### src/design/vtbc_pkg.sv
// ----------------------------------------------------------------------------
// vtbc_pkg: shared types and constants
// Sequencer states, configuration register indexes and padding bytes of the
// Vigenere and transposition block cipher core.
// ----------------------------------------------------------------------------
`default_nettype none

package vtbc_pkg;

  // Padding bytes: one 'X' then 'Y' up to the end of the block
  localparam logic [7:0] PAD_FIRST = 8'h58;
  localparam logic [7:0] PAD_REST  = 8'h59;

  // Configuration port
  localparam int CFG_IDX_W  = 2;
  localparam int CFG_DATA_W = 64;

  typedef enum logic [CFG_IDX_W-1:0] {
    REG_MODE   = 2'd0,
    REG_ROUNDS = 2'd1,
    REG_KEY_LO = 2'd2,
    REG_KEY_HI = 2'd3
  } vtbc_reg_e;

  // Sequencer states
  typedef enum logic [2:0] {
    ST_IDLE,
    ST_DISPATCH,
    ST_ROUND,
    ST_SCAN,
    ST_XCHK,
    ST_EMIT
  } vtbc_state_e;

endpackage

`default_nettype wire

### src/design/vtbc_in_if.sv
// ----------------------------------------------------------------------------
// vtbc_in_if: input item channel
// Valid/ready channel carrying one message byte with its flags.
// ----------------------------------------------------------------------------
`default_nettype none

interface vtbc_in_if;
  logic       valid;
  logic       ready;
  logic [7:0] data_byte;
  logic       has_byte;
  logic       end_of_message;

  modport source (output valid, output data_byte, output has_byte,
                  output end_of_message, input ready);
  modport sink (input valid, input data_byte, input has_byte,
                input end_of_message, output ready);
endinterface

`default_nettype wire

### src/design/vtbc_out_if.sv
// ----------------------------------------------------------------------------
// vtbc_out_if: result item channel
// Valid/ready channel carrying one processed byte with its flags.
// ----------------------------------------------------------------------------
`default_nettype none

interface vtbc_out_if;
  logic       valid;
  logic       ready;
  logic [7:0] out_byte;
  logic       byte_valid;
  logic       last;
  logic       malformed;

  modport source (output valid, output out_byte, output byte_valid,
                  output last, output malformed, input ready);
  modport sink (input valid, input out_byte, input byte_valid,
                input last, input malformed, output ready);
endinterface

`default_nettype wire

### src/design/vtbc_round.sv
// ----------------------------------------------------------------------------
// vtbc_round: one cipher round over a whole block
// Encipher adds the key bytewise then transposes the square; decipher
// transposes then subtracts the key. Reused once per round by the sequencer.
// ----------------------------------------------------------------------------
`default_nettype none

module vtbc_round #(
  parameter int DIM = 4
) (
  input  logic [DIM*DIM-1:0][7:0] block_i,
  input  logic [DIM*DIM-1:0][7:0] key_i,
  input  logic                    decipher_i,
  output logic [DIM*DIM-1:0][7:0] block_o
);

  localparam int BLK = DIM * DIM;

  logic [BLK-1:0][7:0] sum_s;
  logic [BLK-1:0][7:0] enc_s;
  logic [BLK-1:0][7:0] trn_s;
  logic [BLK-1:0][7:0] dec_s;

  // Add key, transpose (encipher); transpose, subtract key (decipher)
  always_comb begin
    for (int i = 0; i < BLK; i++) begin
      sum_s[i] = block_i[i] + key_i[i];
    end
    for (int r = 0; r < DIM; r++) begin
      for (int c = 0; c < DIM; c++) begin
        enc_s[r*DIM+c] = sum_s[c*DIM+r];
        trn_s[r*DIM+c] = block_i[c*DIM+r];
      end
    end
    for (int i = 0; i < BLK; i++) begin
      dec_s[i] = trn_s[i] - key_i[i];
    end
    block_o = decipher_i ? dec_s : enc_s;
  end

endmodule

`default_nettype wire

### src/design/vigenere_transposition_block_cipher_core.sv
// ----------------------------------------------------------------------------
// vigenere_transposition_block_cipher_core: byte-stream block cipher
// Gathers bytes into DIM*DIM blocks, runs key-add/transpose rounds on a
// shared round unit, pads on encipher and strips padding on decipher.
// ----------------------------------------------------------------------------
// Usage:
//   in_if carries one item per handshake: a byte, its has_byte flag and an
//   end_of_message flag. out_if carries result items; the last result of a
//   message has last set. Configuration (mode, round count, 128-bit key) is
//   written through cfg_we_i / cfg_idx_i / cfg_data_i while the core is idle.
//   The core takes one item at a time: in_if.ready is high only when the
//   sequencer is idle. A byte that only fills the block is stored. A byte
//   arriving on a full block first runs round_count rounds on the round
//   unit (one whole-block round per cycle), then gives BLK results,
//   one result per cycle through the output register unless the receiver
//   stalls. Decipher at end of message also scans off the padding. A
//   stalled receiver holds the output register and the sequencer waits;
//   no result is lost. Reset empties the block, clears the output valid
//   and loads encipher mode, one round and an all-zero key.
// ----------------------------------------------------------------------------
`default_nettype none

module vigenere_transposition_block_cipher_core #(
  parameter int DIM = 4
) (
  input  logic                              clk_i,
  input  logic                              rst_ni,
  vtbc_in_if.sink                           in_if,
  vtbc_out_if.source                        out_if,
  input  logic                              cfg_we_i,
  input  logic [vtbc_pkg::CFG_IDX_W-1:0]    cfg_idx_i,
  input  logic [vtbc_pkg::CFG_DATA_W-1:0]   cfg_data_i
);

  import vtbc_pkg::*;

  localparam int BLK = DIM * DIM;
  localparam int IW  = $clog2(BLK);
  localparam int LW  = $clog2(BLK + 1);

  // Configuration registers
  logic        mode_q;
  logic [7:0]  rounds_q;
  logic [63:0] key_lo_q;
  logic [63:0] key_hi_q;

  // Sequencer and working state
  vtbc_state_e         state_q, state_d;
  logic [7:0]          byte_q, byte_d;
  logic                has_q, has_d;
  logic                end_q, end_d;
  logic [LW-1:0]       fill_q, fill_d;
  logic                final_q, final_d;
  logic                mal_q, mal_d;
  logic [7:0]          rcnt_q, rcnt_d;
  logic [LW-1:0]       len_q, len_d;
  logic [IW-1:0]       idx_q, idx_d;
  logic [BLK-1:0][7:0] store_q, store_d;

  // Output register
  logic       ovalid_q, ovalid_d;
  logic [7:0] obyte_q, obyte_d;
  logic       obv_q, obv_d;
  logic       olast_q, olast_d;
  logic       omal_q, omal_d;

  logic [127:0]        key_all;
  logic [BLK-1:0][7:0] key_s;
  logic [BLK-1:0][7:0] round_s;
  logic [IW-1:0]       ptr;
  logic [7:0]          rd_byte;
  logic                out_free;
  logic                emit_end;

  // Write configuration
  always_ff @(posedge clk_i or negedge rst_ni) begin
    if (!rst_ni) begin
      mode_q   <= 1'b0;
      rounds_q <= 8'd1;
      key_lo_q <= '0;
      key_hi_q <= '0;
    end else if (cfg_we_i) begin
      unique case (vtbc_reg_e'(cfg_idx_i))
        REG_MODE:   mode_q   <= cfg_data_i[0];
        REG_ROUNDS: rounds_q <= cfg_data_i[7:0];
        REG_KEY_LO: key_lo_q <= cfg_data_i;
        REG_KEY_HI: key_hi_q <= cfg_data_i;
        default:    mode_q   <= mode_q;
      endcase
    end
  end

  // Slice key bytes for the round unit
  assign key_all = {key_hi_q, key_lo_q};
  always_comb begin
    for (int i = 0; i < BLK; i++) begin
      key_s[i] = key_all[8*i +: 8];
    end
  end

  vtbc_round #(
    .DIM (DIM)
  ) u_round (
    .block_i    (store_q),
    .key_i      (key_s),
    .decipher_i (mode_q),
    .block_o    (round_s)
  );

  // Single read port: padding scan or emission index
  assign ptr = (state_q == ST_SCAN || state_q == ST_XCHK) ?
               IW'(len_q - 1'b1) : idx_q;
  assign rd_byte  = store_q[ptr];
  assign out_free = !ovalid_q || out_if.ready;
  assign emit_end = (LW'(idx_q) == len_q - 1'b1);

  assign in_if.ready = (state_q == ST_IDLE);

  // Next state and datapath control
  always_comb begin
    state_d  = state_q;
    byte_d   = byte_q;
    has_d    = has_q;
    end_d    = end_q;
    fill_d   = fill_q;
    final_d  = final_q;
    mal_d    = mal_q;
    rcnt_d   = rcnt_q;
    len_d    = len_q;
    idx_d    = idx_q;
    store_d  = store_q;
    ovalid_d = ovalid_q;
    obyte_d  = obyte_q;
    obv_d    = obv_q;
    olast_d  = olast_q;
    omal_d   = omal_q;

    // Drop a taken result
    if (ovalid_q && out_if.ready) begin
      ovalid_d = 1'b0;
    end

    unique case (state_q)
      ST_IDLE: begin
        if (in_if.valid) begin
          byte_d  = in_if.data_byte;
          has_d   = in_if.has_byte;
          end_d   = in_if.end_of_message;
          state_d = ST_DISPATCH;
        end
      end

      ST_DISPATCH: begin
        priority if (has_q && fill_q == LW'(BLK)) begin
          // Flush the full block before storing the new byte
          final_d = 1'b0;
          rcnt_d  = rounds_q;
          state_d = ST_ROUND;
        end else if (has_q) begin
          store_d[fill_q[IW-1:0]] = byte_q;
          fill_d = fill_q + 1'b1;
          has_d  = 1'b0;
        end else if (end_q) begin
          if (!mode_q) begin
            if (fill_q == LW'(BLK)) begin
              final_d = 1'b0;
            end else begin
              // Pad from the fill point to the end of the block
              for (int i = 0; i < BLK; i++) begin
                if (LW'(i) == fill_q) begin
                  store_d[i] = PAD_FIRST;
                end else if (LW'(i) > fill_q) begin
                  store_d[i] = PAD_REST;
                end
              end
              fill_d  = LW'(BLK);
              final_d = 1'b1;
            end
            rcnt_d  = rounds_q;
            state_d = ST_ROUND;
          end else if (fill_q != LW'(BLK)) begin
            // Incomplete block on decipher: one flagged result
            final_d = 1'b1;
            mal_d   = 1'b1;
            len_d   = '0;
            idx_d   = '0;
            state_d = ST_EMIT;
          end else begin
            final_d = 1'b1;
            rcnt_d  = rounds_q;
            state_d = ST_ROUND;
          end
        end else begin
          state_d = ST_IDLE;
        end
      end

      ST_ROUND: begin
        if (rcnt_q == 8'd0) begin
          len_d   = LW'(BLK);
          idx_d   = '0;
          state_d = (mode_q && final_q) ? ST_SCAN : ST_EMIT;
        end else begin
          store_d = round_s;
          rcnt_d  = rcnt_q - 8'd1;
        end
      end

      ST_SCAN: begin
        // Strip trailing pad bytes, one per cycle
        if (len_q != '0 && rd_byte == PAD_REST) begin
          len_d = len_q - 1'b1;
        end else begin
          state_d = ST_XCHK;
        end
      end

      ST_XCHK: begin
        if (len_q != '0 && rd_byte == PAD_FIRST) begin
          len_d = len_q - 1'b1;
        end
        idx_d   = '0;
        state_d = ST_EMIT;
      end

      ST_EMIT: begin
        if (out_free) begin
          ovalid_d = 1'b1;
          if (len_q == '0) begin
            obyte_d = 8'd0;
            obv_d   = 1'b0;
            olast_d = 1'b1;
            omal_d  = mal_q;
          end else begin
            obyte_d = rd_byte;
            obv_d   = 1'b1;
            olast_d = final_q && emit_end;
            omal_d  = 1'b0;
          end
          if (len_q == '0 || emit_end) begin
            // Block done: empty it and close the message if final
            fill_d  = '0;
            state_d = ST_DISPATCH;
            if (final_q) begin
              end_d   = 1'b0;
              final_d = 1'b0;
              mal_d   = 1'b0;
            end
          end else begin
            idx_d = idx_q + 1'b1;
          end
        end
      end

      default: state_d = ST_IDLE;
    endcase
  end

  // Hold control state
  always_ff @(posedge clk_i or negedge rst_ni) begin
    if (!rst_ni) begin
      state_q  <= ST_IDLE;
      has_q    <= 1'b0;
      end_q    <= 1'b0;
      fill_q   <= '0;
      final_q  <= 1'b0;
      mal_q    <= 1'b0;
      rcnt_q   <= '0;
      len_q    <= '0;
      idx_q    <= '0;
      ovalid_q <= 1'b0;
    end else begin
      state_q  <= state_d;
      has_q    <= has_d;
      end_q    <= end_d;
      fill_q   <= fill_d;
      final_q  <= final_d;
      mal_q    <= mal_d;
      rcnt_q   <= rcnt_d;
      len_q    <= len_d;
      idx_q    <= idx_d;
      ovalid_q <= ovalid_d;
    end
  end

  // Hold payload: pending byte, block store, output fields
  always_ff @(posedge clk_i) begin
    byte_q  <= byte_d;
    store_q <= store_d;
    obyte_q <= obyte_d;
    obv_q   <= obv_d;
    olast_q <= olast_d;
    omal_q  <= omal_d;
  end

  assign out_if.valid      = ovalid_q;
  assign out_if.out_byte   = obyte_q;
  assign out_if.byte_valid = obv_q;
  assign out_if.last       = olast_q;
  assign out_if.malformed  = omal_q;

endmodule

`default_nettype wire

### src/flat_wrapper.sv
// flat-port wrapper written by rule: the top's interface ports become plain ports
module vigenere_transposition_block_cipher_core_flat import vtbc_pkg::*;
#(
  parameter int DIM = 4
)
  (clk_i, rst_ni, cfg_we_i, cfg_idx_i, cfg_data_i, in_if_valid, in_if_data_byte, in_if_has_byte, in_if_end_of_message, in_if_ready, out_if_valid, out_if_out_byte, out_if_byte_valid, out_if_last, out_if_malformed, out_if_ready);
  vtbc_in_if in_if_i ();
  vtbc_out_if out_if_i ();
  input  logic clk_i;
  input  logic rst_ni;
  input  logic cfg_we_i;
  input  logic [vtbc_pkg::CFG_IDX_W-1:0] cfg_idx_i;
  input  logic [vtbc_pkg::CFG_DATA_W-1:0] cfg_data_i;
  input wire logic [$bits(in_if_i.valid)-1:0] in_if_valid;
  input wire logic [$bits(in_if_i.data_byte)-1:0] in_if_data_byte;
  input wire logic [$bits(in_if_i.has_byte)-1:0] in_if_has_byte;
  input wire logic [$bits(in_if_i.end_of_message)-1:0] in_if_end_of_message;
  output wire logic [$bits(in_if_i.ready)-1:0] in_if_ready;
  output wire logic [$bits(out_if_i.valid)-1:0] out_if_valid;
  output wire logic [$bits(out_if_i.out_byte)-1:0] out_if_out_byte;
  output wire logic [$bits(out_if_i.byte_valid)-1:0] out_if_byte_valid;
  output wire logic [$bits(out_if_i.last)-1:0] out_if_last;
  output wire logic [$bits(out_if_i.malformed)-1:0] out_if_malformed;
  input wire logic [$bits(out_if_i.ready)-1:0] out_if_ready;
  assign in_if_i.valid = in_if_valid;
  assign in_if_i.data_byte = in_if_data_byte;
  assign in_if_i.has_byte = in_if_has_byte;
  assign in_if_i.end_of_message = in_if_end_of_message;
  assign in_if_ready = in_if_i.ready;
  assign out_if_valid = out_if_i.valid;
  assign out_if_out_byte = out_if_i.out_byte;
  assign out_if_byte_valid = out_if_i.byte_valid;
  assign out_if_last = out_if_i.last;
  assign out_if_malformed = out_if_i.malformed;
  assign out_if_i.ready = out_if_ready;
  vigenere_transposition_block_cipher_core #(.DIM(DIM)) u_core (.clk_i(clk_i), .rst_ni(rst_ni), .in_if(in_if_i), .out_if(out_if_i), .cfg_we_i(cfg_we_i), .cfg_idx_i(cfg_idx_i), .cfg_data_i(cfg_data_i));
endmodule
### config.mk
export PLATFORM = sky130hd
export DESIGN_NAME = vigenere_transposition_block_cipher_core_flat
export DESIGN_NICKNAME = d
export VERILOG_FILES = /design/src/design/vtbc_pkg.sv /design/src/design/vtbc_in_if.sv /design/src/design/vtbc_out_if.sv /design/src/design/vtbc_round.sv /design/src/design/vigenere_transposition_block_cipher_core.sv /design/src/flat_wrapper.sv
export SDC_FILE = /design/constraint.sdc
export NUM_CORES = 1
export LEC_CHECK = 0
export BUFFER_PORTS_ARGS = -buffer_cell sky130_fd_sc_hd__buf_2
export CORE_MARGIN = 2
export CORE_UTILIZATION = 50
export CTS_BUF_LIST = sky130_fd_sc_hd__clkbuf_8
export CTS_CLUSTER_SIZE = 14
export DETAILED_ROUTE_END_ITERATION = 12
export HOLD_SLACK_MARGIN = 0.1
export PLACE_DENSITY_LB_ADDON = 0.3
export SETUP_SLACK_MARGIN = 0.5
export SLEW_MARGIN = 0
export SYNTH_ARGS = -nofsm -noshare
export SYNTH_HDL_FRONTEND = slang
export SYNTH_SLANG_ARGS = --single-unit
export TNS_END_PERCENT = 1
### constraint.sdc
create_clock -name clk_i -period 3.5 [get_ports clk_i]
set_input_delay 0.35 -clock clk_i [delete_from_list [all_inputs] [get_ports clk_i]]
set_output_delay 0.35 -clock clk_i [all_outputs]
set_load 0.01 [all_outputs]
Word level (Yosys, flattened, before mapping)
Index checks and enable logic that the tools add are counted.

storage, ports and cells
  logic and storage cells = 326
  bits in registers = 314
  output and inout port bits = 13

operators by class
  reductions and logical operators = 54
  equal/unequal tests = 65
  $add $sub $neg = 36
  muxes and demuxes = 117
  order comparisons = 19

operators by type and width
  cell                count
  $mux 128            7
  $mux 8              40
  $pmux 128 s2        1
  $add 8x8->8         16
  $bwmux 128          1
  $sub 8x8->8         16
  $reduce_and 7->1    17
  $mux 5              15
  $ne 4x1->1 const B  16
  $eq 4x5->1 const A  8
  $gt 4x5->1 const A  8
  $mux 4              9
  $mux 3              11
  $bmux 8 s4          1
  $demux 8 s4         1
  $reduce_and 9->1    3
  $mux 1              22
  $eq 3x5->1 const A  4
  $gt 3x5->1 const A  4
  $pmux 5 s4          1
  $pmux 3 s6          1
  $eq 8x7->1 const B  2
  $ne 2x2->1 const B  8
  $pmux 4 s4          1
  40 further kinds    78

Logic depth before layout (Yosys ltp)
Gate-level depths: netlist of the first run.

  word-level depth = 9
  depth in mapped cells = 16
  depth with buffers taken out = 13

Modules after synthesis
A second synthesis of the first run with hierarchy kept.

second synthesis, totals
  cells, all modules = 2409
  area total of the unflattened synthesis = 22485.3 sq um

by module, submodules not included
  module                                    instances  sequential area each (sq um)  area each (sq um)  cells an instance
  vigenere_transposition_block_cipher_core  1          8594.5                        15331.0            1390
  vtbc_round                                1          0.0                           7154.4             1019

Worst setup path after synthesis of the first run
No wires, ideal clock.

  kind = flip-flop to flip-flop
  start = register u_core.mode_q
  end = register u_core.store_q[55] (netlist bit), data pin
  arrival time = 3324 ps
  clock period less this slack = 3596 ps
  cell stages (with the launch flop) = 15
  setup time = 271 ps
  buffers on the path = 4
  setup slack = -96 ps
  required time = 3229 ps
  cells stage by stage = dfrtp_1 -> clkbuf_1 -> clkbuf_1 -> clkbuf_1 -> clkbuf_1 -> mux2i_1 -> ha_1 -> a21o_1 -> a21o_1 -> a21oi_1 -> o21bai_1 -> a21o_1 -> a21oi_1 -> xnor2_1 -> o22ai_1

RTL lines
  element                   line                                             RTL
  start: declaration        vigenere_transposition_block_cipher_core.sv:42   logic mode_q;
  start signal: assignment  vigenere_transposition_block_cipher_core.sv:84   REG_MODE: mode_q <= cfg_data_i[0];
  start signal: assignment  vigenere_transposition_block_cipher_core.sv:88   default: mode_q <= mode_q;
  end signal: assignment    vigenere_transposition_block_cipher_core.sv:289  store_q <= store_d;
  end: declaration          vigenere_transposition_block_cipher_core.sv:58   logic [BLK-1:0][7:0] store_q, store_d;

Worst setup path after layout of the first run
  start = register u_core.state_q[0]
  end = register u_core.state_q[2]

between the ends
  longest elaborated chain between the ends = 9
  elaborated cells between the ends (all ways) = 20

RTL lines
  element                                          line                                                                                              RTL
  start: declaration                               vigenere_transposition_block_cipher_core.sv:48                                                    vtbc_state_e state_q, state_d;
  start signal: assignment                         vigenere_transposition_block_cipher_core.sv:273                                                   state_q <= state_d;
  $eq 3x2->1 / $eq 3x3->1 (equally long branches)  vigenere_transposition_block_cipher_core.sv:111, vigenere_transposition_block_cipher_core.sv:143
  $logic_or 1x1->1                                 vigenere_transposition_block_cipher_core.sv:111                                                   assign ptr = (state_q == ST_SCAN || state_q == ST_XCHK) ?
  $mux 4                                           vigenere_transposition_block_cipher_core.sv:111
  $bmux 8 s4                                       vigenere_transposition_block_cipher_core.sv:113                                                   assign rd_byte = store_q[ptr];
  $mux 8 (implied by the code)                     vigenere_transposition_block_cipher_core.sv:113
  $eq 8x7->1                                       vigenere_transposition_block_cipher_core.sv:211                                                   if (len_q != '0 && rd_byte == PAD_REST) begin
  $logic_and 1x1->1                                vigenere_transposition_block_cipher_core.sv:211
  $ne 2x2->1 (no source line)                      n/a
  $reduce_and 6->1 (no source line)                n/a

Several ways; a longest one is shown, not always the timed one. The select of a mux whose other input is x is not followed.
A chain may end at the register's enable or synchronous reset.

==> results of run 1 <==
==> routing by layer <==
| metal | wire length [um] | part of all wire [%] | vias up | track usage [%] |
|---|---|---|---|---|
| met5 | 16 | 0.022 | - | 0 |
| li1 | - | - | 8637 | - |
| met2 | 34000 | 46 | 797 | 51.7 |
| met1 | 30700 | 42 | 9267 | 43.0 |
| met4 | 3320 | 4.5 | 2 | 14.1 |
| met3 | 5350 | 7.3 | 185 | 5.37 |
==> worst min path at each step <==
stage,end,depth (start not counted)
detailed placement,u_core.rounds_q[1]$_DFFE_PN0P_,1
global route,u_core.state_q[0]$_DFFE_PN0P_,4
floorplan,u_core.end_q$_DFFE_PN0P_,0
CTS,u_core.state_q[0]$_DFFE_PN0P_,4
finish,u_core.state_q[0]$_DFFE_PN0P_,4
global placement,u_core.rounds_q[3]$_DFFE_PN0P_,1
==> cell type report <==
class / instances / area share (%)
Multi-Input combinational cell: 1725 / 48.7
Inverter: 106 / 1.53
Clock buffer: 72 / 3.82
Tap cell: 585 / 2.82
Sequential cell: 314 / 33.1
Antenna cell: 3 / 0.0289
Clock inverter: 34 / 0.969
Timing Repair Buffer: 283 / 9.02
==> cells by family (layout without fill, tap and decap cells) <==
family | after synthesis | count (layout) | share of synthesized area, %
mux | 195 | 195 | 9.71
xor+xnor | 214 | 214 | 8.54
buf+inv | 235 | 495 | 4.39
flops | 314 | 314 | 39.1
compound gates | 584 | 584 | 16.7
fa+ha+maj | 152 | 152 | 9.21
simple gates | 580 | 580 | 12.3
other cells | 0 | 3 | 0
==> Yosys cell counts, types with 3 or more instances <==
master and number:
sky130_fd_sc_hd__a221oi_1 7, sky130_fd_sc_hd__o21bai_1 33, sky130_fd_sc_hd__edfxtp_1 147, sky130_fd_sc_hd__dfrtp_1 166, sky130_fd_sc_hd__a21o_1 68, sky130_fd_sc_hd__o21ai_0 116
sky130_fd_sc_hd__clkbuf_1 99, sky130_fd_sc_hd__a221o_1 6, sky130_fd_sc_hd__nand2b_1 8, sky130_fd_sc_hd__and3_1 24, sky130_fd_sc_hd__xor2_1 80, sky130_fd_sc_hd__o22ai_1 64
sky130_fd_sc_hd__a22oi_1 12, sky130_fd_sc_hd__a21oi_1 155, sky130_fd_sc_hd__mux2i_1 51, sky130_fd_sc_hd__inv_1 106, sky130_fd_sc_hd__a2111oi_0 3, sky130_fd_sc_hd__a211oi_1 12
sky130_fd_sc_hd__nor2b_1 8, sky130_fd_sc_hd__and2_1 14, sky130_fd_sc_hd__nand2_1 213, sky130_fd_sc_hd__buf_1 12, sky130_fd_sc_hd__buf_2 8, sky130_fd_sc_hd__o41ai_1 3
sky130_fd_sc_hd__a31oi_1 62, sky130_fd_sc_hd__xnor2_1 134, sky130_fd_sc_hd__or2_2 4, sky130_fd_sc_hd__nand4bb_1 12, sky130_fd_sc_hd__o221ai_1 4, sky130_fd_sc_hd__o21a_1 3
sky130_fd_sc_hd__nor3_1 50, sky130_fd_sc_hd__buf_6 9, sky130_fd_sc_hd__fa_1 16, sky130_fd_sc_hd__a311o_1 4, sky130_fd_sc_hd__ha_1 136, sky130_fd_sc_hd__nand3_1 34
sky130_fd_sc_hd__a311oi_1 7, sky130_fd_sc_hd__nor3b_1 16, sky130_fd_sc_hd__nor2_1 176, sky130_fd_sc_hd__mux2_2 143, sky130_fd_sc_hd__o31ai_1 4
==> critical path, cell delays in order, from the launching register on <==
cell,delay (ns)
sky130_fd_sc_hd__dfrtp_2,0.43
sky130_fd_sc_hd__and3b_2,0.26
sky130_fd_sc_hd__or3_4,0.44
sky130_fd_sc_hd__nand2_8,0.13
sky130_fd_sc_hd__buf_12,0.11
sky130_fd_sc_hd__bufbuf_16,0.28
sky130_fd_sc_hd__mux2i_1,0.30
sky130_fd_sc_hd__o221ai_1,0.18
sky130_fd_sc_hd__o22ai_1,0.34
sky130_fd_sc_hd__nor4_4,0.08
sky130_fd_sc_hd__nand4_4,0.15
sky130_fd_sc_hd__o21ai_0,0.14
sky130_fd_sc_hd__o41ai_1,0.37
==> power by group <==
group	switching (mW)	internal [mW]
Combinational	6.53	5.38
Sequential	1.27	5.09
Clock	1.64	2.14
Total	9.45	12.6
==> registers in the layout, summed over array words and instances, names as in the netlist, 3 cells and up <==
signal / flops
u_core.store_q: 128
u_core.key_lo_q: 64
u_core.fill_q: 5
u_core.byte_q: 8
u_core.rounds_q: 8
u_core.state_q: 3
u_core.rcnt_q: 8
u_core.key_hi_q: 64
u_core.out_if.out_byte: 8
u_core.len_q: 5
u_core.idx_q: 4
==> through the flow <==
stage / instance area, um2 / hold WS, ns / utilization, %
after floorplan: 22000 / 0.0544 / -
after global placement: 23400 / 0.239 / 54.1
after detailed placement: 23400 / 0.241 / 54.1
after CTS: 25900 / 0.127 / 60.0
after global routing: 25900 / 0.170 / 60.1
final: 26000 / 0.156 / 60.1
==> repair_timing <==
item,4_1_cts,5_1_grt
cloned,4,0
pin swaps,23,8
gates resized for setup,38,6
hold endpoints to repair,314,0
buffers inserted,24,3
hold buffers,81,0
setup endpoints to repair,28,117
==> key figures, run 1 <==
Global routing
  – Total global routing track utilization: 32.2%
  – Maximum number of pins on one net before global-route repair: 102
  – Antenna violations before repair: 3
  – Wire length of the first global-routing pass: 110 mm
  – Aggregate global routing overflow: 0
  – Vias in the first global route: 18,300

Worst setup path
  – Destination of the critical timing path: u_core.state_q[2]$_DFFE_PN0P_
  – Startpoint of the worst setup timing path: u_core.state_q[0]$_DFFE_PN0P_
  – Arrival time of the worst setup path: 3.86 ns
  – Type of destination of the critical path: flop
  – Endpoint of the worst-slack reg-to-reg timing path: u_core.state_q[2]$_DFFE_PN0P_
  – Slack of the worst reg-to-reg path: 0.18 ns
  – Startpoint types: flop
  – Largest fanout on the critical path: 13
  – Length in cells of the worst reg-to-reg path: 12
  – Worst endpoint required time: 4.04 ns
  – CP Class: flop to flop
  – Source of the worst register-to-register timing path: u_core.state_q[0]$_DFFE_PN0P_

Yosys
  – Combined area of all synthesized cells: 22,000 um2
  – Number of synthesized register bits: 314
  – Synthesis Warnings: 0
  – Main synth FF type: sky130_fd_sc_hd__dfrtp_1
  – Syn_area_per_cell: 9.66 um2
  – Post-synth EDFFs: 147
  – Syn nets: 2,507
  – Post-synth top area cell: sky130_fd_sc_hd__edfxtp_1
  – Share of synthesized area occupied by flip-flops and latches: 39.1%
  – Proportion of netlist area held by the largest area contributor: 20.1%
  – Mapped Cells: 2,274
  – Top post-synthesis cells by area: sky130_fd_sc_hd__edfxtp_1 (20%), sky130_fd_sc_hd__dfrtp_1 (19%), sky130_fd_sc_hd__ha_1 (7.7%), sky130_fd_sc_hd__mux2_2 (7.3%), sky130_fd_sc_hd__xnor2_1 (5.3%)
  – Library cells used by synthesis: 78
  – Post-synth ARST share: 53.2%

Placement
  – Port Buffer Count: 93
  – Placed Instances: 2,901
  – Routability Congestion: 0.996
  – Worst slack at placement: 0.000411 ns
  – Final HPWL from detailed placement: 54.7 mm

Floorplan
  – Y dimension of the die: 214 um
  – Num rows: 76
  – Area of the placeable core: 43,200 um2
  – I/O pin count: 94
  – Total Die Area: 45,600 um2
  – Initial standard-cell utilization of the core: 50.9%
  – X dimension of the die: 214 um

Routing
  – DRT Pass-1 Iters: 7
  – Detailed-route via count: 18,900
  – DR iter-0 viols: 1,706
  – Post-route DRC violation count: 0
  – Antenna Violating Nets Remaining: 0
  – Wire length reported by the detailed router: 73.5 mm
  – Average detailed-routed wire length per instance: 23.5 um
  – Post-DR vias/cell: 6.05

Timing
  – Max-slew violations: 0
  – Worst max-slew margin expressed relative to the limit: 24.6%
  – RSZ-0062 raised after global routing: yes
  – Final Critical Period: 3.32 ns
  – Post-route fraction of the period consumed by the critical path: 94.9%
  – Total Negative Setup Slacks: 0 ns
  – Number of hold violations in the final report: 0
  – Actual slew at the worst max-slew pin: 1.13 ns
  – Maximum operating frequency: 301 MHz
  – Final setup skew: 0.0196 ns
  – Final worst-path setup slack: 0.178 ns
  – Final setup violation count: 0

Cells and area
  – Reg area: 8600 um2
  – Fill cell instance count of the final layout: 3,699
  – Layout Cells excl Fill: 3,122
  – P&R area growth vs syn: 18.2%
  – Layout cell share with drive strength beyond 1: 19.5%
  – Footprint of the multi-input gates: 12,600 um2
  – Most frequent cells in the layout: sky130_fd_sc_hd__nand2_1 (211), sky130_fd_sc_hd__nor2_1 (172), sky130_fd_sc_hd__dfrtp_1 (162)
  – Nets: 2,720
  – Most frequent standard cell in the layout excluding fill and tap cells: sky130_fd_sc_hd__nand2_1

CTS
  – CTS buffer count: 57
  – Skew-Pair Late Insertion Delay: 0.66 ns
  – H-Tree Depth: 2
  – CTS sink count: 314
  – CTS Root Buffer Type: sky130_fd_sc_hd__clkbuf_8
  – Clock transition time at the flip-flop clock pins of the worst setup and hold paths: 0.05 ns
  – Number of buffers on the longest clock path: 3
  – Clock tree from TritonCTS: built

Pwr
  – Final Total Pwr: 22.1 mW
  – Pleak: 11.1 nW
  – Power Dens Cells: 850 nW/um2
  – Largest voltage drop on the vdd net: 0.424 mV

Status
  – Status: completed

Worst hold path
  – Worst hold path type: input port to flop
  – Hold path start: in_if_valid

Job
  – Number of max-cap violations: 0
(Power assumes the default switching activity.)
==> inputs of run 2 (changes only) <==
--- a/config.mk
+++ b/config.mk
@@ -13,7 +13,6 @@
 export DETAILED_ROUTE_END_ITERATION = 12
 export HOLD_SLACK_MARGIN = 0.1
 export PLACE_DENSITY_LB_ADDON = 0.3
-export SETUP_SLACK_MARGIN = 0.5
 export SLEW_MARGIN = 0
 export SYNTH_ARGS = -nofsm -noshare
 export SYNTH_HDL_FRONTEND = slang
==> run 2 against run 1 <==
Via count decreased by 2.1%. Clock skew is 0.0043 ns lower. Setup slack got worse by 0.11 ns. Combinational power decreased by 5%. Register-to-register slack worse by 0.11 ns. Cell count decreased by 0.99%. Non-clock buffer count fell by 30. Worst hold slack lost 0.013 ns. Utilization fell by 0.88 points.
==> key figures, run 2 (synthesis results as in run 1) <==
Cells and area
  – Most frequent cells in the layout: sky130_fd_sc_hd__nand2_1 (212), sky130_fd_sc_hd__nor2_1 (175), sky130_fd_sc_hd__dfrtp_1 (164)
  – Reg with most FFs: u_core.store_q
  – Registers with the most flip-flops: u_core.store_q (128), u_core.key_hi_q (64), u_core.key_lo_q (64)
  – Fill cell instance count of the final layout: 3,680
  – Number of flip-flops in the largest register: 128
  – Footprint of the multi-input gates: 12,600 um2
  – Layout cell share with drive strength beyond 1: 18.4%
  – Nets: 2,690
  – Reg area: 8600 um2
  – P&R area growth vs syn: 16.5%
  – Design Area, Final: 25,600 um2
  – Most frequent standard cell in the layout excluding fill and tap cells: sky130_fd_sc_hd__nand2_1

Routing
  – Post-route DRC violation count: 0
  – Detailed-route via count: 18,500
  – DR iter-0 viols: 1,534
  – Post-DR vias/cell: 5.99
  – Antenna Violating Nets Remaining: 0
  – Wire length reported by the detailed router: 70.6 mm
  – DRT Pass-1 Iters: 8
  – Average detailed-routed wire length per instance: 22.8 um

Floorplan
  – Total Die Area: 45,600 um2
  – Initial standard-cell utilization of the core: 50.9%
  – Area of the placeable core: 43,200 um2
  – Num rows: 76
  – I/O pin count: 94
  – X dimension of the die: 214 um
  – Y dimension of the die: 214 um

Worst setup path
  – Slowest stage cell, crit path: sky130_fd_sc_hd__a221o_2
  – Type of destination of the critical path: flop
  – Length in cells of the worst reg-to-reg path: 13
  – Slack of the worst reg-to-reg path: 0.07 ns
  – CP Class: flop to flop
  – Cell Chain, Critical Path: inv_1 -> ha_4 -> a22o_1 -> a221o_2 -> buf_12 -> buf_4 -> a311o_1 -> o32ai_1 -> nor2_1 -> nand4_2 -> buf_4 -> o21ai_1 -> o41ai_2
  – Endpoint of the worst-slack reg-to-reg timing path: u_core.state_q[2]$_DFFE_PN0P_
  – Arrival time of the worst setup path: 3.97 ns
  – Most prevalent standard cell on the critical path: sky130_fd_sc_hd__buf_4
  – Largest fanout on the critical path: 10
  – Source of the worst register-to-register timing path: u_core.len_q[1]$_DFFE_PN0P_
  – Worst endpoint required time: 4.04 ns
  – Startpoint types: flop
  – CP peak stage delay: 0.44 ns

Global routing
  – Total global routing track utilization: 30.9%
  – Aggregate global routing overflow: 0
  – Wire length of the first global-routing pass: 106 mm
  – Vias in the first global route: 18,000
  – Maximum number of pins on one net before global-route repair: 95
  – Antenna violations before repair: 0

CTS
  – H-Tree Depth: 2
  – Clock transition time at the flip-flop clock pins of the worst setup and hold paths: 0.06 ns
  – CTS Root Buffer Type: sky130_fd_sc_hd__clkbuf_8
  – Number of buffers on the longest clock path: 3
  – Clock tree from TritonCTS: built
  – CTS sink count: 314
  – Skew-Pair Late Insertion Delay: 0.66 ns
  – CTS buffer count: 57

Job
  – Number of max-cap violations: 0

Timing
  – Post-route fraction of the period consumed by the critical path: 98.0%
  – Max-slew violations: 0
  – Worst max-slew margin expressed relative to the limit: 21.5%
  – RSZ-0062 raised after global routing: yes
  – Total Negative Setup Slacks: 0 ns
  – Actual slew at the worst max-slew pin: 1.18 ns
  – Final setup skew: 0.0153 ns
  – Maximum operating frequency: 292 MHz
  – Number of hold violations in the final report: 0
  – Final Critical Period: 3.43 ns
  – Final setup violation count: 0

Status
  – Status: completed

Placement
  – Total cell area at the placement stage: 23,300 um2
  – Final HPWL from detailed placement: 52.9 mm
  – Port Buffer Count: 93
  – Routability Congestion: 1.00

Pwr
  – Switch share: 43.0%
  – Reported net switching power: 9.21 mW
  – Share of power burned in combinational logic: 52.8%
  – Portion of total power attributed to sequential cells: 29.3%
  – Part of the power in the clock network: 17.9%
  – P_int: 12.2 mW
  – Largest voltage drop on the vdd net: 0.461 mV
  – Pleak: 10.9 nW
  – Power Dens Cells: 838 nW/um2

Worst hold path
  – Worst hold endpoint: u_core.state_q[0]$_DFFE_PN0P_
  – Hold path start: in_if_valid
  – Worst hold path type: input port to flop
  – Worst hold path depth: 4
## run 2: cell types whose count changed in the layout (fill, tap and decap cells not counted), sizes merged
cell	previous run	this run
clkbuf	72	78
clkinv	18	15
bufinv	4	3
bufbuf	3	0
clkinvlp	0	1
dlygate4sd3	81	77
buf	199	174
diode	3	1
## run 2: layer usage
| layer | GRT usage (%) | share of wire (%) | wire [um] | vias up |
|---|---|---|---|---|
| li1 | - | - | - | 8581 |
| met1 | 39.9 | 41 | 29000 | 9055 |
| met2 | 51.4 | 47 | 33300 | 707 |
| met3 | 5.45 | 7.4 | 5240 | 157 |
| met4 | 13.0 | 4.2 | 2950 | 0 |
| met5 | 0 | 0 | 0 | - |
## run 2: power by group through the flow
stage / Clock, mW / Sequential (mW) / Combinational [mW]
6_report: 3.84 / 6.27 / 11.3
5_1_grt: 4.06 / 6.31 / 12.4
4_1_cts: 3.90 / 6.22 / 10.9
3_5_place_dp: 0 / 6.28 / 10.7
3_3_place_gp: 0 / 6.26 / 10.4
2_1_floorplan: 0 / 5.65 / 8.13
## run 2: how the worst max path moves through the flow
stage / from / end / slack [ns] / depth (start not counted)
finish: u_core.len_q[1]$_DFFE_PN0P_ / u_core.state_q[2]$_DFFE_PN0P_ / 0.07 / 13
global route: u_core.len_q[1]$_DFFE_PN0P_ / u_core.len_q[3]$_DFFE_PN0P_ / -0.12 / 13
CTS: u_core.len_q[1]$_DFFE_PN0P_ / u_core.len_q[0]$_DFFE_PN0P_ / 0.02 / 14
detailed placement: u_core.len_q[1]$_DFFE_PN0P_ / u_core.len_q[0]$_DFFE_PN0P_ / 0.005 / 13
global placement: u_core.len_q[1]$_DFFE_PN0P_ / u_core.len_q[0]$_DFFE_PN0P_ / 0.12 / 13
floorplan: u_core.mode_q$_DFFE_PN0P_ / u_core.store_q[55]$_DFFE_PP_ / 0.09 / 14
## run 2: metrics by stage
| stage | hold WS, ns | std cells | total power, mW | util [%] | setup slack (ns) |
|---|---|---|---|---|---|
| after CTS | 0.103 | 3082 | 21.0 | 58.7 | 0.0161 |
| after floorplan | 0.0544 | 2274 | 13.8 | - | 0.0895 |
| after global placement | 0.479 | 2898 | 16.7 | 54.0 | 0.119 |
| after detailed placement | 0.477 | 2898 | 17.0 | 54.0 | 0.00507 |
| final | 0.143 | 3091 | 21.4 | 59.2 | 0.0712 |
| after global routing | 0.149 | 3090 | 22.7 | 59.2 | -0.121 |
## run 2: repair_timing
action                     in CTS  in global routing
setup buffers                   0                  6
hold endpoints to repair      238                  0
hold buffers                   77                  0
cloned                          0                  2
resized for setup               0                 29
pin swaps                       1                 10
setup endpoints to repair       1                  7
## run 2: cell type report
cell class,instances,area share [%]
Timing Repair Buffer,253,7.86
Multi-Input combinational cell,1725,49.1
Tap cell,585,2.86
Clock inverter,31,0.895
Sequential cell,314,33.6
Antenna cell,1,0.00979
Inverter,106,1.56
Clock buffer,76,4.09
## run 2: critical path: cells and delay by family, from the launching register on
family | cells | cell delay [ns]
buffers and inverters | 4 | 0.62
DFF | 1 | 0.40
adders and majority gates | 1 | 0.23
AOI/OAI and AO/OA | 6 | 1.78
and+or+nand+nor | 2 | 0.29
==> inputs of run 3 (changes only) <==
--- a/config.mk
+++ b/config.mk
@@ -6,7 +6,7 @@
 export NUM_CORES = 1
 export LEC_CHECK = 0
 export BUFFER_PORTS_ARGS = -buffer_cell sky130_fd_sc_hd__buf_2
-export CORE_MARGIN = 2
+export CORE_MARGIN = 3
 export CORE_UTILIZATION = 50
 export CTS_BUF_LIST = sky130_fd_sc_hd__clkbuf_8
 export CTS_CLUSTER_SIZE = 14
@@ -16,5 +16,6 @@
 export SLEW_MARGIN = 0
 export SYNTH_ARGS = -nofsm -noshare
 export SYNTH_HDL_FRONTEND = slang
+export SYNTH_HIERARCHICAL = 1
 export SYNTH_SLANG_ARGS = --single-unit
 export TNS_END_PERCENT = 1
==> run 3 against run 2 <==
Sequential share of layout area shrank 1.1 points. Utilization is 0.38 points higher. Critical path depth up 2. Final area grew 3.3%. Worst hold slack better by 0.060 ns. Cell count grew 6.6%. Highest routed layer is now met5. Critical path type unchanged. Combinational power up 16%. First-iteration DRC count rose by 11%. Setup slack lost 0.028 ns. Count of clock-buffer cells in the layout is 12 lower. Largest cell class unchanged.
==> key figures, run 3 <==
Timing
  – Max-slew violations: 0
  – Worst max-slew margin expressed relative to the limit: 11.5%
  – Actual slew at the worst max-slew pin: 1.33 ns
  – Final worst-path setup slack: 0.0428 ns
  – Maximum operating frequency: 289 MHz
  – Post-route fraction of the period consumed by the critical path: 98.8%
  – Number of hold violations in the final report: 0
  – Final setup violation count: 0
  – RSZ-0062 raised after global routing: yes
  – Min Hold Slack: 0.203 ns
  – Final setup skew: 0.0301 ns
  – Final Critical Period: 3.46 ns
  – Total Negative Setup Slacks: 0 ns

Global routing
  – Aggregate global routing overflow: 0
  – Maximum number of pins on one net before global-route repair: 91
  – Vias in the first global route: 19,300
  – Antenna violations before repair: 7
  – Wire length of the first global-routing pass: 114 mm
  – Total global routing track utilization: 31.7%

Cells and area
  – Reg with most FFs: u_core/store_q
  – Most frequent standard cell in the layout excluding fill and tap cells: sky130_fd_sc_hd__nor2_1
  – Registers with the most flip-flops: u_core/store_q (128), u_core/key_hi_q (64), u_core/key_lo_q (64)
  – Fill cell instance count of the final layout: 3,843
  – Most frequent cells in the layout: sky130_fd_sc_hd__nor2_1 (242), sky130_fd_sc_hd__nand2_1 (226), sky130_fd_sc_hd__o21ai_0 (167)
  – Nets: 2,887
  – Reg area: 8600 um2
  – P&R area growth vs syn: 17.5%
  – Design Area, Final: 26,400 um2
  – Final core utilization: 59.6%
  – Footprint of the multi-input gates: 13,000 um2
  – Number of flip-flops in the largest register: 128
  – Layout cell share with drive strength beyond 1: 19.1%
  – Layout Cells excl Fill: 3,294

Yosys
  – Share of synthesized area occupied by flip-flops and latches: 38.2%
  – Most common cell in the synthesized netlist: sky130_fd_sc_hd__nor2_1
  – Top post-synthesis cells by area: sky130_fd_sc_hd__edfxtp_1 (20%), sky130_fd_sc_hd__dfrtp_1 (18%), sky130_fd_sc_hd__ha_1 (7.6%), sky130_fd_sc_hd__mux2_2 (7.0%), sky130_fd_sc_hd__xnor2_1 (5.3%)
  – Library cells used by synthesis: 83
  – Post-synth EDFFs: 147
  – Syn nets: 2,642
  – Syn_area_per_cell: 9.33 um2
  – Post-synth top area cell: sky130_fd_sc_hd__edfxtp_1
  – Post-synth ARST share: 53.2%
  – Proportion of netlist area held by the largest area contributor: 19.6%
  – Number of synthesized register bits: 314
  – Mapped Cells: 2,409
  – Combined area of all synthesized cells: 22,500 um2
  – Most frequent cells after synthesis: sky130_fd_sc_hd__nor2_1 (243), sky130_fd_sc_hd__nand2_1 (227), sky130_fd_sc_hd__o21ai_0 (169), sky130_fd_sc_hd__dfrtp_1 (166), sky130_fd_sc_hd__a21oi_1 (158)
  – Synthesis Warnings: 6
  – Main synth FF type: sky130_fd_sc_hd__dfrtp_1

Routing
  – Wire length reported by the detailed router: 76.3 mm
  – Post-route DRC violation count: 0
  – Antenna Violating Nets Remaining: 0
  – DRT Pass-1 Iters: 5
  – Post-DR vias/cell: 6.00
  – DR iter-0 viols: 1,706
  – Detailed-route via count: 19,800
  – Average detailed-routed wire length per instance: 23.2 um

Placement
  – Worst slack at placement: -0.0595 ns
  – Final HPWL from detailed placement: 56.9 mm
  – Placed Instances: 3,100
  – Port Buffer Count: 93
  – Routability Congestion: 0.980
  – Total cell area at the placement stage: 24,300 um2

Worst setup path
  – CP peak stage delay: 0.54 ns
  – CP Class: flop to flop
  – Endpoint of the worst-slack reg-to-reg timing path: u_core/len_q[1]$_DFFE_PN0P_
  – Arrival time of the worst setup path: 4.01 ns
  – Slowest stage cell, crit path: sky130_fd_sc_hd__or4_4
  – Startpoint types: flop
  – Length in cells of the worst reg-to-reg path: 15
  – Largest fanout on the critical path: 6
  – Most prevalent standard cell on the critical path: sky130_fd_sc_hd__buf_6
  – Slack of the worst reg-to-reg path: 0.04 ns
  – Cell Chain, Critical Path: inv_2 -> ha_4 -> nor3b_1 -> o21ai_2 -> buf_6 -> buf_6 -> and3_4 -> a2111oi_4 -> or4_4 -> a22oi_2 -> and3b_2 -> nand4b_4 -> buf_6 -> nor3_4 -> mux2i_1
  – Source of the worst register-to-register timing path: u_core/len_q[1]$_DFFE_PN0P_
  – Worst endpoint required time: 4.05 ns
  – Type of destination of the critical path: flop

Floorplan
  – Y dimension of the die: 218 um
  – Initial standard-cell utilization of the core: 50.7%
  – Area of the placeable core: 44,300 um2
  – Num rows: 77
  – I/O pin count: 94
  – X dimension of the die: 218 um
  – Total Die Area: 47,600 um2

CTS
  – CTS buffer count: 56
  – Number of buffers on the longest clock path: 3
  – Clock transition time at the flip-flop clock pins of the worst setup and hold paths: 0.06 ns
  – H-Tree Depth: 2
  – CTS sink count: 314
  – Clock tree from TritonCTS: built
  – Skew-Pair Late Insertion Delay: 0.66 ns
  – CTS Root Buffer Type: sky130_fd_sc_hd__clkbuf_8

Pwr
  – Final Total Pwr: 23.3 mW
  – Power Dens Cells: 882 nW/um2
  – Largest voltage drop on the vdd net: 0.476 mV
  – Pleak: 10.9 nW

Worst hold path
  – Hold path start: out_if_ready
  – Worst hold path depth: 3
  – Worst hold endpoint: u_core/out_if.valid$_DFF_PN0_
  – Worst hold path type: input port to flop

Job
  – Number of max-cap violations: 0

Status
  – Status: completed
-- run 3: timing repair --
item,CTS,global route
gates resized for setup,6,34
hold endpoints to repair,200,0
endpoints found under the setup margin,8,8
pin swaps,1,12
hold buffers,78,0
setup buffers,2,6
cloned,0,2
-- run 3: cells by family (layout without fill, tap and decap cells) --
logic type,count (synthesis),after routing,share of synthesized area (%)
flops,314,314,38.2
buf+inv,242,531,4.43
compound gates,560,560,15.6
other cells,0,3,0
fa+ha+maj,152,152,8.99
mux,181,181,8.84
simple gates,757,758,16.0
xor+xnor,203,203,7.97
-- run 3: area by class of cell --
cell class,instances,area share (%)
clock buffer,64,3.33
antenna,3,0.0284
timing repair buffer,317,9.36
inverter,111,1.58
tap,592,2.80
multi-input combinational,1854,49.4
sequential,314,32.6
clock inverter,39,0.957
-- run 3: worst max-delay path, delay by kind of cell, from the launching register on --
kind / cells / cell delay [ns]
fa+ha+maj: 1 / 0.27
mux: 1 / 0.22
flops: 1 / 0.37
buf+inv: 4 / 0.52
simple gates: 6 / 1.44
compound gates: 3 / 0.54
-- run 3: worst max-delay path by stage --
stage	from	to	slack, ns	cells past startpoint
2_1_floorplan	u_core/len_q[0]$_DFFE_PN0P_	u_core/len_q[4]$_DFFE_PN0P_	0.17	12
3_3_place_gp	u_core/len_q[0]$_DFFE_PN0P_	u_core/state_q[0]$_DFFE_PN0P_	-0.04	14
3_5_place_dp	u_core/len_q[0]$_DFFE_PN0P_	u_core/state_q[0]$_DFFE_PN0P_	-0.06	14
4_1_cts	u_core/len_q[0]$_DFFE_PN0P_	u_core/len_q[4]$_DFFE_PN0P_	-0.002	12
5_1_grt	u_core/len_q[0]$_DFFE_PN0P_	u_core/len_q[3]$_DFFE_PN0P_	-0.05	14
6_report	u_core/len_q[1]$_DFFE_PN0P_	u_core/len_q[1]$_DFFE_PN0P_	0.04	15
-- run 3: report_power, final --
group          total (mW)  switching (mW)  internal (mW)
Sequential           6.70            1.42           5.27
Clock                3.54            1.65           1.89
Combinational        13.1            7.28           5.79
-- run 3: routing by layer --
metal	track usage, %	routed length, um	vias to the layer above
li1	-	-	9118
met5	0	24	-
met4	13.2	3280	4
met1	42.5	31900	9609
met2	50.9	35000	858
met3	5.78	6090	169
